$ cat config.mk
export PLATFORM = sky130hd
export DESIGN_NAME = packet_checksum_receive_check_unit_flat
export DESIGN_NICKNAME = d
export VERILOG_FILES = /design/src/hw/rtl/pcrc_pkg.sv /design/src/hw/rtl/pcrc_if.sv /design/src/hw/rtl/packet_checksum_receive_check_unit.sv /design/src/flat_wrapper.sv
export SDC_FILE = /design/constraint.sdc
export NUM_CORES = 1
export LEC_CHECK = 0
export ABC_AREA = 0
export BUFFER_PORTS_ARGS = -buffer_cell sky130_fd_sc_hd__buf_2
export CORE_UTILIZATION = 26
export DETAILED_ROUTE_END_ITERATION = 10
export HOLD_SLACK_MARGIN = 0.02
export REMOVE_ABC_BUFFERS = 1
export SKIP_CTS_REPAIR_TIMING = 1
export SYNTH_ARGS = -nofsm -noshare
export SYNTH_HDL_FRONTEND = slang
export SYNTH_SLANG_ARGS = --single-unit
$ cat constraint.sdc
create_clock -name clk -period 9.85 [get_ports clk]
set_input_delay 2.4625 -clock clk [delete_from_list [all_inputs] [get_ports clk]]
set_output_delay 2.4625 -clock clk [all_outputs]
set_load 0.005 [all_outputs]
$ cat src/hw/rtl/pcrc_pkg.sv
// Package for the packet checksum receive check unit.
// Holds the frame phase encoding and the result item type; no dependencies.
`default_nettype none

package pcrc_pkg;

    localparam int unsigned ByteWidth = 8;
    localparam int unsigned TsBytes   = 4;
    localparam int unsigned TsWidth   = TsBytes * ByteWidth;
    localparam int unsigned CkWidth   = 2 * ByteWidth;

    typedef enum logic [3:0] {
        PH_IDLE = 4'd0,
        PH_LEN  = 4'd1,
        PH_TS0  = 4'd2,
        PH_TS1  = 4'd3,
        PH_TS2  = 4'd4,
        PH_TS3  = 4'd5,
        PH_CK0  = 4'd6,
        PH_CK1  = 4'd7,
        PH_PAY  = 4'd8
    } phase_t;

    typedef struct packed {
        logic [ByteWidth-1:0] payload_byte;
        logic                 payload_valid;
        logic                 frame_done;
        logic [ByteWidth-1:0] packet_id;
        logic [ByteWidth-1:0] payload_length;
        logic [TsWidth-1:0]   frame_timestamp;
        logic                 checksum_ok;
        logic                 aborted;
    } result_t;

endpackage

`default_nettype wire

$ cat src/hw/rtl/pcrc_if.sv
// Valid/ready channel interfaces for the packet checksum receive check unit.
// Depends on pcrc_pkg for field widths.
`default_nettype none

interface pcrc_in_if;
    logic                           valid;
    logic                           ready;
    logic [pcrc_pkg::ByteWidth-1:0] rx_byte;
    logic                           frame_start;

    modport source (output valid, output rx_byte, output frame_start, input ready);
    modport sink (input valid, input rx_byte, input frame_start, output ready);
endinterface

interface pcrc_out_if;
    logic                           valid;
    logic                           ready;
    logic [pcrc_pkg::ByteWidth-1:0] payload_byte;
    logic                           payload_valid;
    logic                           frame_done;
    logic [pcrc_pkg::ByteWidth-1:0] packet_id;
    logic [pcrc_pkg::ByteWidth-1:0] payload_length;
    logic [pcrc_pkg::TsWidth-1:0]   frame_timestamp;
    logic                           checksum_ok;
    logic                           aborted;

    modport source (output valid, output payload_byte, output payload_valid,
                    output frame_done, output packet_id, output payload_length,
                    output frame_timestamp, output checksum_ok, output aborted,
                    input ready);
    modport sink (input valid, input payload_byte, input payload_valid,
                  input frame_done, input packet_id, input payload_length,
                  input frame_timestamp, input checksum_ok, input aborted,
                  output ready);
endinterface

`default_nettype wire

$ cat src/hw/rtl/packet_checksum_receive_check_unit.sv
// Top level of the packet checksum receive check unit.
// Depends on pcrc_pkg and the channel interfaces in pcrc_if.sv.
// Each result is registered: it enters the output register as its item is accepted.
// Throughput: one item per cycle unless stalled; two 8-bit adds into the result register.
// An item is accepted whenever the output register is empty or is being taken.
// Reset puts the frame phase in idle, clears the sums and header fields,
// and empties the output register.
`default_nettype none

module packet_checksum_receive_check_unit (
    input  wire          clk,
    input  wire          rst_n,
    pcrc_in_if.sink      in_ch,
    pcrc_out_if.source   out_ch
);

    localparam int unsigned BW = pcrc_pkg::ByteWidth;

    pcrc_pkg::phase_t            phase_reg, phase_next;
    logic [BW-1:0]               sum_low_reg, sum_low_next;
    logic [BW-1:0]               sum_high_reg, sum_high_next;
    logic [BW-1:0]               held_id_reg, held_id_next;
    logic [BW-1:0]               held_length_reg, held_length_next;
    logic [pcrc_pkg::TsWidth-1:0] held_ts_reg, held_ts_next;
    logic [pcrc_pkg::CkWidth-1:0] rx_check_reg, rx_check_next;
    logic [BW-1:0]               left_reg, left_next;

    pcrc_pkg::result_t           result_reg, result_next;
    logic                        out_valid_reg;
    logic                        has_result;

    logic                        accept;
    logic [BW-1:0]               b;
    logic [BW-1:0]               sl_add, sh_add;
    logic [pcrc_pkg::CkWidth-1:0] rx_check_full;

    assign in_ch.ready = !out_valid_reg || out_ch.ready;
    assign accept      = in_ch.valid && in_ch.ready;
    assign b           = in_ch.rx_byte;

    assign sl_add        = sum_low_reg + b;
    assign sh_add        = sum_high_reg + sl_add;
    assign rx_check_full = {b, rx_check_reg[BW-1:0]};

    always_comb
    begin
        phase_next       = phase_reg;
        sum_low_next     = sum_low_reg;
        sum_high_next    = sum_high_reg;
        held_id_next     = held_id_reg;
        held_length_next = held_length_reg;
        held_ts_next     = held_ts_reg;
        rx_check_next    = rx_check_reg;
        left_next        = left_reg;
        has_result       = 1'b0;
        result_next      = '0;

        if (in_ch.frame_start)
        begin
            // A start in mid-frame closes the old frame as aborted.
            if (phase_reg != pcrc_pkg::PH_IDLE)
            begin
                has_result                  = 1'b1;
                result_next.frame_done      = 1'b1;
                result_next.packet_id       = held_id_reg;
                result_next.payload_length  = held_length_reg;
                result_next.frame_timestamp = held_ts_reg;
                result_next.aborted         = 1'b1;
            end
            sum_low_next     = b;
            sum_high_next    = b;
            held_id_next     = b;
            held_length_next = '0;
            held_ts_next     = '0;
            rx_check_next    = '0;
            left_next        = '0;
            phase_next       = pcrc_pkg::PH_LEN;
        end
        else
        begin
            unique case (phase_reg)
                pcrc_pkg::PH_IDLE:
                begin
                end
                pcrc_pkg::PH_LEN:
                begin
                    sum_low_next     = sl_add;
                    sum_high_next    = sh_add;
                    held_length_next = b;
                    left_next        = b;
                    phase_next       = pcrc_pkg::PH_TS0;
                end
                pcrc_pkg::PH_TS0:
                begin
                    sum_low_next      = sl_add;
                    sum_high_next     = sh_add;
                    held_ts_next[7:0] = b;
                    phase_next        = pcrc_pkg::PH_TS1;
                end
                pcrc_pkg::PH_TS1:
                begin
                    sum_low_next       = sl_add;
                    sum_high_next      = sh_add;
                    held_ts_next[15:8] = b;
                    phase_next         = pcrc_pkg::PH_TS2;
                end
                pcrc_pkg::PH_TS2:
                begin
                    sum_low_next        = sl_add;
                    sum_high_next       = sh_add;
                    held_ts_next[23:16] = b;
                    phase_next          = pcrc_pkg::PH_TS3;
                end
                pcrc_pkg::PH_TS3:
                begin
                    sum_low_next        = sl_add;
                    sum_high_next       = sh_add;
                    held_ts_next[31:24] = b;
                    phase_next          = pcrc_pkg::PH_CK0;
                end
                pcrc_pkg::PH_CK0:
                begin
                    rx_check_next = {{BW{1'b0}}, b};
                    phase_next    = pcrc_pkg::PH_CK1;
                end
                pcrc_pkg::PH_CK1:
                begin
                    rx_check_next = rx_check_full;
                    if (left_reg == '0)
                    begin
                        has_result                  = 1'b1;
                        result_next.frame_done      = 1'b1;
                        result_next.packet_id       = held_id_reg;
                        result_next.payload_length  = held_length_reg;
                        result_next.frame_timestamp = held_ts_reg;
                        result_next.checksum_ok     =
                            ({sum_high_reg, sum_low_reg} == rx_check_full);
                        phase_next                  = pcrc_pkg::PH_IDLE;
                    end
                    else
                    begin
                        phase_next = pcrc_pkg::PH_PAY;
                    end
                end
                pcrc_pkg::PH_PAY:
                begin
                    sum_low_next              = sl_add;
                    sum_high_next             = sh_add;
                    left_next                 = left_reg - 1'b1;
                    has_result                = 1'b1;
                    result_next.payload_byte  = b;
                    result_next.payload_valid = 1'b1;
                    if (left_reg == {{(BW-1){1'b0}}, 1'b1})
                    begin
                        result_next.frame_done      = 1'b1;
                        result_next.packet_id       = held_id_reg;
                        result_next.payload_length  = held_length_reg;
                        result_next.frame_timestamp = held_ts_reg;
                        result_next.checksum_ok     = ({sh_add, sl_add} == rx_check_reg);
                        phase_next                  = pcrc_pkg::PH_IDLE;
                    end
                end
                default:
                begin
                    phase_next = pcrc_pkg::PH_IDLE;
                end
            endcase
        end
    end

    always_ff @(posedge clk or negedge rst_n)
    begin
        if (!rst_n)
        begin
            phase_reg       <= pcrc_pkg::PH_IDLE;
            sum_low_reg     <= '0;
            sum_high_reg    <= '0;
            held_id_reg     <= '0;
            held_length_reg <= '0;
            held_ts_reg     <= '0;
            rx_check_reg    <= '0;
            left_reg        <= '0;
            out_valid_reg   <= 1'b0;
        end
        else
        begin
            if (accept)
            begin
                phase_reg       <= phase_next;
                sum_low_reg     <= sum_low_next;
                sum_high_reg    <= sum_high_next;
                held_id_reg     <= held_id_next;
                held_length_reg <= held_length_next;
                held_ts_reg     <= held_ts_next;
                rx_check_reg    <= rx_check_next;
                left_reg        <= left_next;
                out_valid_reg   <= has_result;
            end
            else if (out_ch.ready)
            begin
                out_valid_reg <= 1'b0;
            end
        end
    end

    always_ff @(posedge clk)
    begin
        if (accept && has_result)
        begin
            result_reg <= result_next;
        end
    end

    assign out_ch.valid           = out_valid_reg;
    assign out_ch.payload_byte    = result_reg.payload_byte;
    assign out_ch.payload_valid   = result_reg.payload_valid;
    assign out_ch.frame_done      = result_reg.frame_done;
    assign out_ch.packet_id       = result_reg.packet_id;
    assign out_ch.payload_length  = result_reg.payload_length;
    assign out_ch.frame_timestamp = result_reg.frame_timestamp;
    assign out_ch.checksum_ok     = result_reg.checksum_ok;
    assign out_ch.aborted         = result_reg.aborted;

    // A pending payload item that does not close its frame leaves the unit in payload.
    a_payload_phase: assert property (@(posedge clk) disable iff (!rst_n)
        out_valid_reg && result_reg.payload_valid && !result_reg.frame_done
        |-> phase_reg == pcrc_pkg::PH_PAY)
        else $error("payload item pending outside payload phase");

    // A pending verdict that was not an abort leaves the unit idle.
    a_verdict_idle: assert property (@(posedge clk) disable iff (!rst_n)
        out_valid_reg && result_reg.frame_done && !result_reg.aborted
        |-> phase_reg == pcrc_pkg::PH_IDLE)
        else $error("completed frame did not return to idle");

    // An abort verdict never carries payload or a passing checksum.
    a_abort_shape: assert property (@(posedge clk) disable iff (!rst_n)
        out_valid_reg && result_reg.aborted
        |-> result_reg.frame_done && !result_reg.checksum_ok && !result_reg.payload_valid)
        else $error("malformed abort verdict");

    // An accepted start item always moves on to the length byte.
    a_start_len: assert property (@(posedge clk) disable iff (!rst_n)
        accept && in_ch.frame_start |=> phase_reg == pcrc_pkg::PH_LEN)
        else $error("frame start did not enter length phase");

endmodule

`default_nettype wire
$ cat src/flat_wrapper.sv
// flat-port wrapper written by rule: the top's interface ports become plain ports
module packet_checksum_receive_check_unit_flat 
  (clk, rst_n, in_ch_valid, in_ch_rx_byte, in_ch_frame_start, in_ch_ready, out_ch_valid, out_ch_payload_byte, out_ch_payload_valid, out_ch_frame_done, out_ch_packet_id, out_ch_payload_length, out_ch_frame_timestamp, out_ch_checksum_ok, out_ch_aborted, out_ch_ready);
  pcrc_in_if in_ch_i ();
  pcrc_out_if out_ch_i ();
  input  wire clk;
  input  wire rst_n;
  input wire logic [$bits(in_ch_i.valid)-1:0] in_ch_valid;
  input wire logic [$bits(in_ch_i.rx_byte)-1:0] in_ch_rx_byte;
  input wire logic [$bits(in_ch_i.frame_start)-1:0] in_ch_frame_start;
  output wire logic [$bits(in_ch_i.ready)-1:0] in_ch_ready;
  output wire logic [$bits(out_ch_i.valid)-1:0] out_ch_valid;
  output wire logic [$bits(out_ch_i.payload_byte)-1:0] out_ch_payload_byte;
  output wire logic [$bits(out_ch_i.payload_valid)-1:0] out_ch_payload_valid;
  output wire logic [$bits(out_ch_i.frame_done)-1:0] out_ch_frame_done;
  output wire logic [$bits(out_ch_i.packet_id)-1:0] out_ch_packet_id;
  output wire logic [$bits(out_ch_i.payload_length)-1:0] out_ch_payload_length;
  output wire logic [$bits(out_ch_i.frame_timestamp)-1:0] out_ch_frame_timestamp;
  output wire logic [$bits(out_ch_i.checksum_ok)-1:0] out_ch_checksum_ok;
  output wire logic [$bits(out_ch_i.aborted)-1:0] out_ch_aborted;
  input wire logic [$bits(out_ch_i.ready)-1:0] out_ch_ready;
  assign in_ch_i.valid = in_ch_valid;
  assign in_ch_i.rx_byte = in_ch_rx_byte;
  assign in_ch_i.frame_start = in_ch_frame_start;
  assign in_ch_ready = in_ch_i.ready;
  assign out_ch_valid = out_ch_i.valid;
  assign out_ch_payload_byte = out_ch_i.payload_byte;
  assign out_ch_payload_valid = out_ch_i.payload_valid;
  assign out_ch_frame_done = out_ch_i.frame_done;
  assign out_ch_packet_id = out_ch_i.packet_id;
  assign out_ch_payload_length = out_ch_i.payload_length;
  assign out_ch_frame_timestamp = out_ch_i.frame_timestamp;
  assign out_ch_checksum_ok = out_ch_i.checksum_ok;
  assign out_ch_aborted = out_ch_i.aborted;
  assign out_ch_i.ready = out_ch_ready;
  packet_checksum_receive_check_unit u_core (.clk(clk), .rst_n(rst_n), .in_ch(in_ch_i), .out_ch(out_ch_i));
endmodule
Word-level counts from Yosys, hierarchy flattened
Cells that the tools add are included.

Equal/unequal tests: 14. Bitwise gates (word level): 1. Add/sub/neg operators: 3. Mux-type cells: 31. Reductions and logical operators: 30.

Operator list (count): 2-to-1 mux 50 bit (2); one-hot mux 50 bit (2 select lines) (1); 2-to-1 mux 49 bit (2); 2-to-1 mux 8 bit (11); one-hot mux 4 bit (9 select lines) (1); == test 16 bit (2); 2-to-1 mux 32 bit (1); one-hot mux 16 bit (2 select lines) (1); AND reduction 2 bit (9); adder 8 bit (2); == test 4 x 3 -> 1 bit (second input constant) (4); 2-to-1 mux 16 bit (1); one-hot mux 8 bit (2 select lines) (1); nonzero test 2 bit (8); 2-to-1 mux 4 bit (3); == test 4 x 2 -> 1 bit (second input constant) (2); == test 8 x 1 -> 1 bit (second input constant) (1); logical NOT 8 bit (1); subtractor 8 x 1 -> 8 bit (second input constant) (1); 2-to-1 mux 1 bit (6); AND reduction 3 bit (2); nonzero test 3 bit (2); OR reduction 6 bit (1); == test 4 x 1 -> 1 bit (second input constant) (1); 11 further kinds (13).

Output and inout bits: 62. Bits of input ports: 13. Word-level logic and storage cells: 100. Flip-flop bits (word level): 153.

Longest topological paths before layout
Gate-level depths: netlist of run 1.

Word-level depth: 6. Gate-level depth with buffers: 15. Mapped depth without buffers: 15.

Worst setup path after synthesis of run 1
Ideal clock, no wire load.

Path kind: input-to-reg. Start point: input in_ch_frame_start. End point: register u_core.result_reg (netlist bit u_core.out_ch.aborted) (enable). Stages on the path: 5. Required time: 9351 ps. Arrival time: 6254 ps. Setup slack: 3097 ps. Setup time: 499 ps. Buffers on the path: 3. Cell sequence: buf_2 clkbuf_1 clkbuf_1 a21oi_1 a21oi_1.

Cells in the longest elaborated chain, start to end: 2.

Ends and longest elaborated chain: start: declaration (line flat_wrapper.sv:10) `input wire logic [$bits(in_ch_i.frame_start)-1:0] in_ch_frame_start;`; 2-to-1 mux 1 bit (line packet_checksum_receive_check_unit.sv:58) `if (in_ch.frame_start)`; logical AND 1 bit (line packet_checksum_receive_check_unit.sv:208) `if (accept && has_result)`; end signal: assignment (line packet_checksum_receive_check_unit.sv:210) `result_reg <= result_next;`; end: declaration (line packet_checksum_receive_check_unit.sv:28) `pcrc_pkg::result_t result_reg, result_next;`.

No other way between the ends. A chain may end at the register's enable or synchronous reset.

Worst setup path in the final report of run 1
Start point: input in_ch_rx_byte[0]. End point: register u_core.result_reg (netlist bit u_core.out_ch.checksum_ok) (data pin).

Cells in the longest elaborated chain, start to end: 5. Elaborated cells on any way between the ends: 7. Classes of those cells: add/sub: 2; eq/ne: 2; mux: 3.

Ends and longest elaborated chain: start: declaration (line flat_wrapper.sv:9) `input wire logic [$bits(in_ch_i.rx_byte)-1:0] in_ch_rx_byte;`; adder 8 bit (line packet_checksum_receive_check_unit.sv:41) `assign sl_add = sum_low_reg + b;`; adder 8 bit (line packet_checksum_receive_check_unit.sv:42) `assign sh_add = sum_high_reg + sl_add;`; == test 16 bit (line packet_checksum_receive_check_unit.sv:159) `result_next.checksum_ok = ({sh_add, sl_add} == rx_check_reg);`; 2-to-1 mux 50 bit (line packet_checksum_receive_check_unit.sv:153) `if (left_reg == {{(BW-1){1'b0}}, 1'b1})`; one-hot mux 50 bit (2 select lines) (*) (line packet_checksum_receive_check_unit.sv:81) `unique case (phase_reg)`.

Mark *: on every way between the ends. The rest lies on a longest branch, timed or not.

==> impl_metrics.yaml, run 1 <==
outcome:
  outcome: "finished clean"
cts:
  clock-sinks: 153
  clk_pin_slew_ns: 0.07
  cts_buffers: 17
  clock_tree.root_cell: "clkbuf_16"
  tritoncts: "yes"
  clk_latency_ns: 0.42
  clk_path_buf_depth: 2
  htreeDepth: 4
critical_path:
  slowest_stage: "fa_1"
  required_ns: 10.14
  crit_buf_inv: 1
  cp_top_family: "compound AO/OA/AOI/OAI gates"
  reg2reg_from: "u_core.sum_low_reg[0]"
  reg2regPathDepth: 15
  r2r_slack_ns: 5.67
  crit_type: "input pin to flip-flop"
  crit_path_max_incr_delay_ns: 0.42
  critical_path.cell_chain: "buf_2, ha_1, fa_1, a21oi_1, o21bai_1, a21o_1, a21oi_1, xnor2_1, ha_1, xnor2_1, a22o_1, or4_1, a2111oi_2, nand4b_1, nor4_1, a31o_1"
  start_kind: "input pin"
  worstPathMaxFanout: 7
  cp.arrival_ns: 6.26
  r2r-end: "u_core.out_ch.checksum_ok"
  critPathCaptureType: "flip-flop"
route:
  drtPass1Iterations: 5
  drt_iter0_markers: 464
  drc: 0
  ant_nets: 0
  viasPerCell: 4.69
  vias: 5459
  wl_per_cell_microns: 16.7
  finalWirelength_mm: 19.4
yosys:
  syn_area_sq_um: 7510
  ys.flop_type: "dfrtp_1"
  synth-warning-count: 0
  ys_ff_latch: 153
  synth-seq-area-share: 0.549
  synth_cells: 717
  synth_cell_types: 59
  yosysTopAreaCellShare: 0.310
  synth.avg_cell_area_sq_um: 10.5
  yosys.area.top_type: "dfrtp_1"
  ys_async_sr_fraction: 0.608
  synth_area_leaders: "dfrtp_1 31%, edfxtp_1 24%, and2_1 4.3%"
  synth_edf_count: 60
timing:
  finalSetupTns_ns: 0
  hold_viol: 0
  clock.fmax_mhz: 167
  maxSlewViolCount: 0
  period_share: 0.606
  max_slew.worst_pin.slew_ns: 1.06
  finalSetupViolCount: 0
  maxSlewHeadroom: 0.291
  rsz0062_at_grt: "no"
  min_period_ns: 5.97
  skew_ns: 0.00999
min_path:
  min_path_type: "flip-flop to flip-flop"
  whs_path_depth: 2
  hp-start: "u_core.held_ts_reg[26]"
  whs_endpoint: "u_core.held_ts_reg[26]"
floorplanning:
  die_area_sq_um: 29600
  die_h_microns: 172
  die_w_microns: 172
  io_pins: 75
  core_area_sq_um: 28100
  num_rows: 61
  initial_core_util: 0.268
global_route:
  gr-total-overflow: 0
  grt_pass1_vias: 5069
  antenna_found_initial: 1
  top_usage_layer: "met2"
  grt_max_degree: 54
  met1_usage: 0.186
  grt_pass1_wl_mm: 30.0
  grt_util_all_layers: 0.137
  grtUsageMet3: 0.0309
  grt_use_met2: 0.212
place:
  dp_hpwl_mm: 13.3
  gp_congestion: 0.844
  io_buffers: 74
power:
  power.density_nw_per_um2: 314
  vdd.ir_drop.worst_mv: 0.131
  p_leak_nw: 3.60
finish:
  final_cell_mix: "93 x dfrtp_1, 79 x nand2_1, 73 x buf_2, 60 x edfxtp_1"
  fin_util: 0.313
  drive_gt1_frac: 0.159
  layout_commonest_cell: "dfrtp_1"
  syn_to_final_growth_pct: 17.1
  diodes: 0
  nNetsFinal: 803
job:
  maxCapViolCount: 0
worst register-to-register path: cells and delay by family, from the launching register on:
kind            cells  cell delay (ns)
flops               1             0.41
simple gates        3             0.84
xor+xnor            2             0.38
compound gates      7             1.48
fa+ha+maj           3             0.96
power by group:
part / switching (W) / internal, W
combinational: 0.000710 / 0.000470
sequential: 0.000120 / 0.000816
clock: 0.000281 / 0.000365
total: 0.00111 / 0.00165
final cells by class:
class | count | area (sq um)
Fill cell | 2917 | 19300
Sequential cell | 153 | 4130
Multi-Input combinational cell | 505 | 3160
Tap cell | 378 | 473
Clock buffer | 20 | 457
Timing Repair Buffer | 78 | 403
Clock inverter | 12 | 114
Inverter | 17 | 63.8
through the flow:
stage / hold WS [ns] / std cells / area (sq um) / power [W] / setup slack [ns]
floorplan: 0.442 / 675 / 7340 / 0.00178 / 3.48
global placement: 0.454 / 1131 / 8230 / 0.00211 / 3.47
detailed placement: 0.463 / 1131 / 8230 / 0.00212 / 3.47
CTS: 0.477 / 1163 / 8800 / 0.00277 / 3.88
global route: 0.504 / 1163 / 8800 / 0.00296 / 3.62
finish: 0.470 / 1163 / 8800 / 0.00276 / 3.88
kinds of logic after synthesis:
logic type	synth area share
and+or+nand+nor	0.177
AOI/OAI and AO/OA	0.137
DFF	0.549
buffers and inverters	0.0321
xor gates and xnor gates	0.0513
adders and majority gates	0.0320
muxes	0.0213
routing by layer:
layer	vias up	wire, microns
met2	135	8930
met5	-	0
met1	2656	9310
met3	20	836
li1	2648	-
met4	0	329
synth_stat cells, drive strengths merged (7+ instances only):
| cell | count |
|---|---|
| a21oi | 35 |
| and2 | 52 |
| buf | 10 |
| clkbuf | 32 |
| dfrtp | 93 |
| edfxtp | 60 |
| ha | 16 |
| inv | 17 |
| mux2 | 8 |
| mux2i | 7 |
| nand2 | 80 |
| nand2b | 15 |
| nor2 | 58 |
| nor3 | 16 |
| nor4 | 8 |
| o21ai | 65 |
| o31ai | 22 |
| xnor2 | 18 |
| xor2 | 26 |
worst max path at each step:
stage                           startpoint                         to  slack (ns)  cells after the start
after floorplan               out_ch_ready      u_core.out_ch.aborted        3.48                      4
after global placement    in_ch_rx_byte[0]  u_core.out_ch.checksum_ok        3.47                     16
after detailed placement  in_ch_rx_byte[0]  u_core.out_ch.checksum_ok        3.47                     16
after CTS                 in_ch_rx_byte[0]  u_core.out_ch.checksum_ok        3.88                     16
after global routing      in_ch_rx_byte[0]  u_core.out_ch.checksum_ok        3.62                     16
final                     in_ch_rx_byte[0]  u_core.out_ch.checksum_ok        3.88                     16
Note: power is estimated with default switching activity, not from simulation.
==> run 2: changes to the inputs <==
clock period = 5.6 ns   (was 9.85 ns; I/O delays follow)
==> run 2 against run 1 <==
Compared with the run above: first-iteration DRC count up 15%; utilization about the same; cell count about the same; register-to-register slack worse by 4.2 ns; largest cell class unchanged; largest power group unchanged.
==> impl_metrics.yaml, run 2 (same netlist as run 1, synthesis figures left out) <==
outcome:
  outcome: "finished clean"
route:
  ant_nets: 0
  drt_iter0_markers: 532
  vias: 5403
  drc: 0
  viasPerCell: 4.64
  drtPass1Iterations: 5
  finalWirelength_mm: 19.6
  wl_per_cell_microns: 16.8
finish:
  drive_gt1_frac: 0.162
  layout_commonest_cell: "dfrtp_1"
  final_cell_mix: "93 x dfrtp_1, 79 x nand2_1, 73 x buf_2, 60 x edfxtp_1"
  nNetsFinal: 804
  fin_cells: 1164
  syn_to_final_growth_pct: 17.1
  diodes: 0
place:
  placed_cells: 1132
  gp_congestion: 0.874
  io_buffers: 74
  dp_hpwl_mm: 13.5
critical_path:
  start_kind: "input pin"
  crit_buf_inv: 1
  slowest_stage: "fa_1"
  worstPathMaxFanout: 7
  required_ns: 5.89
  crit_path_max_incr_delay_ns: 0.42
  crit_type: "input pin to flip-flop"
  cp_top_family: "compound AO/OA/AOI/OAI gates"
  critical_path.cell_chain: "buf_2, ha_1, fa_1, a21oi_1, o21bai_1, a21o_1, a21oi_1, xnor2_1, ha_1, xnor2_1, a22o_1, or4_1, a2111oi_2, nand4b_1, nor4_1, a31o_1"
  cp.arrival_ns: 5.10
  critPathCaptureType: "flip-flop"
cts:
  clk_pin_slew_ns: 0.07
  cts_buffers: 17
  clk_latency_ns: 0.42
  clock-sinks: 153
  htreeDepth: 4
  clock_tree.root_cell: "clkbuf_16"
  clk_path_buf_depth: 2
  tritoncts: "yes"
global_route:
  grt_util_all_layers: 0.139
  gr-total-overflow: 0
  grt_max_degree: 50
  grt_pass1_vias: 5168
  antenna_found_initial: 1
  grt_pass1_wl_mm: 30.6
floorplanning:
  die_w_microns: 172
  num_rows: 61
  initial_core_util: 0.268
  die_area_sq_um: 29600
  io_pins: 75
  die_h_microns: 172
  core_area_sq_um: 28100
power:
  power.density_nw_per_um2: 548
  vdd.ir_drop.worst_mv: 0.248
  p_leak_nw: 3.60
job:
  maxCapViolCount: 0
timing:
  finalSetupViolCount: 0
  maxSlewViolCount: 0
  max_slew.worst_pin.slew_ns: 1.09
  skew_ns: 0.0112
  finalSetupTns_ns: 0
  clock.fmax_mhz: 208
  rsz0062_at_grt: "no"
  maxSlewHeadroom: 0.272
  min_period_ns: 4.81
  period_share: 0.858
  hold_viol: 0
min_path:
  min_path_type: "flip-flop to flip-flop"
[run 2: power by group]
group | total (W) | internal (W) | switching (W)
logic | 0.00209 | 0.000836 | 0.00125
clock network | 0.00109 | 0.000592 | 0.000498
registers | 0.00164 | 0.00143 | 0.000209
total | 0.00482 | 0.00286 | 0.00196
[run 2: through the flow]
stage | setup WS, ns | utilization | hold slack (ns) | cell area, sq um | power, W
finish | 0.794 | 0.313 | 0.472 | 8800 | 0.00482
global route | 0.603 | 0.313 | 0.499 | 8800 | 0.00516
CTS | 0.839 | 0.313 | 0.477 | 8800 | 0.00484
detailed placement | 0.405 | 0.294 | 0.463 | 8250 | 0.00373
global placement | 0.422 | 0.294 | 0.454 | 8250 | 0.00372
floorplan | 0.295 | - | 0.442 | 7340 | 0.00314
[run 2: final cells by class]
| class | count | area [sq um] |
|---|---|---|
| sequential | 153 | 4130 |
| clock inverter | 13 | 110 |
| fill | 2964 | 19300 |
| clock buffer | 19 | 443 |
| inverter | 17 | 63.8 |
| tap | 378 | 473 |
| timing repair buffer | 79 | 423 |
| multi-input combinational | 505 | 3160 |
[run 2: path summary, 6_finish.rpt]
| path | from | cells after the start | endpoint | slack (ns) |
|---|---|---|---|---|
| worst max register to register | u_core.sum_low_reg[0] | 15 | u_core.out_ch.checksum_ok | 1.51 |
| max in group asynchronous | rst_n | 2 | u_core.held_ts_reg[31] | 3.51 |
| worst max-delay path | in_ch_rx_byte[0] | 16 | u_core.out_ch.checksum_ok | 0.79 |
| min in group asynchronous | rst_n | 1 | u_core.held_id_reg[2] | 0.98 |
| worst min register to register | u_core.held_ts_reg[10] | 2 | u_core.held_ts_reg[10] | 0.47 |
| worst min-delay path | u_core.held_ts_reg[10] | 2 | u_core.held_ts_reg[10] | 0.47 |
[run 2: tightest hold or removal path, cell delays in order (launching register included)]
cell     delay [ns]
dfrtp_1        0.34
nand2_1        0.04
o21ai_0        0.06
[run 2: routing by layer]
layer / share of wire / GRT usage
met1: 0.48 / 0.193
met3: 0.048 / 0.0302
met5: 0.00051 / 0
met2: 0.46 / 0.219
met4: 0.011 / 0.0366
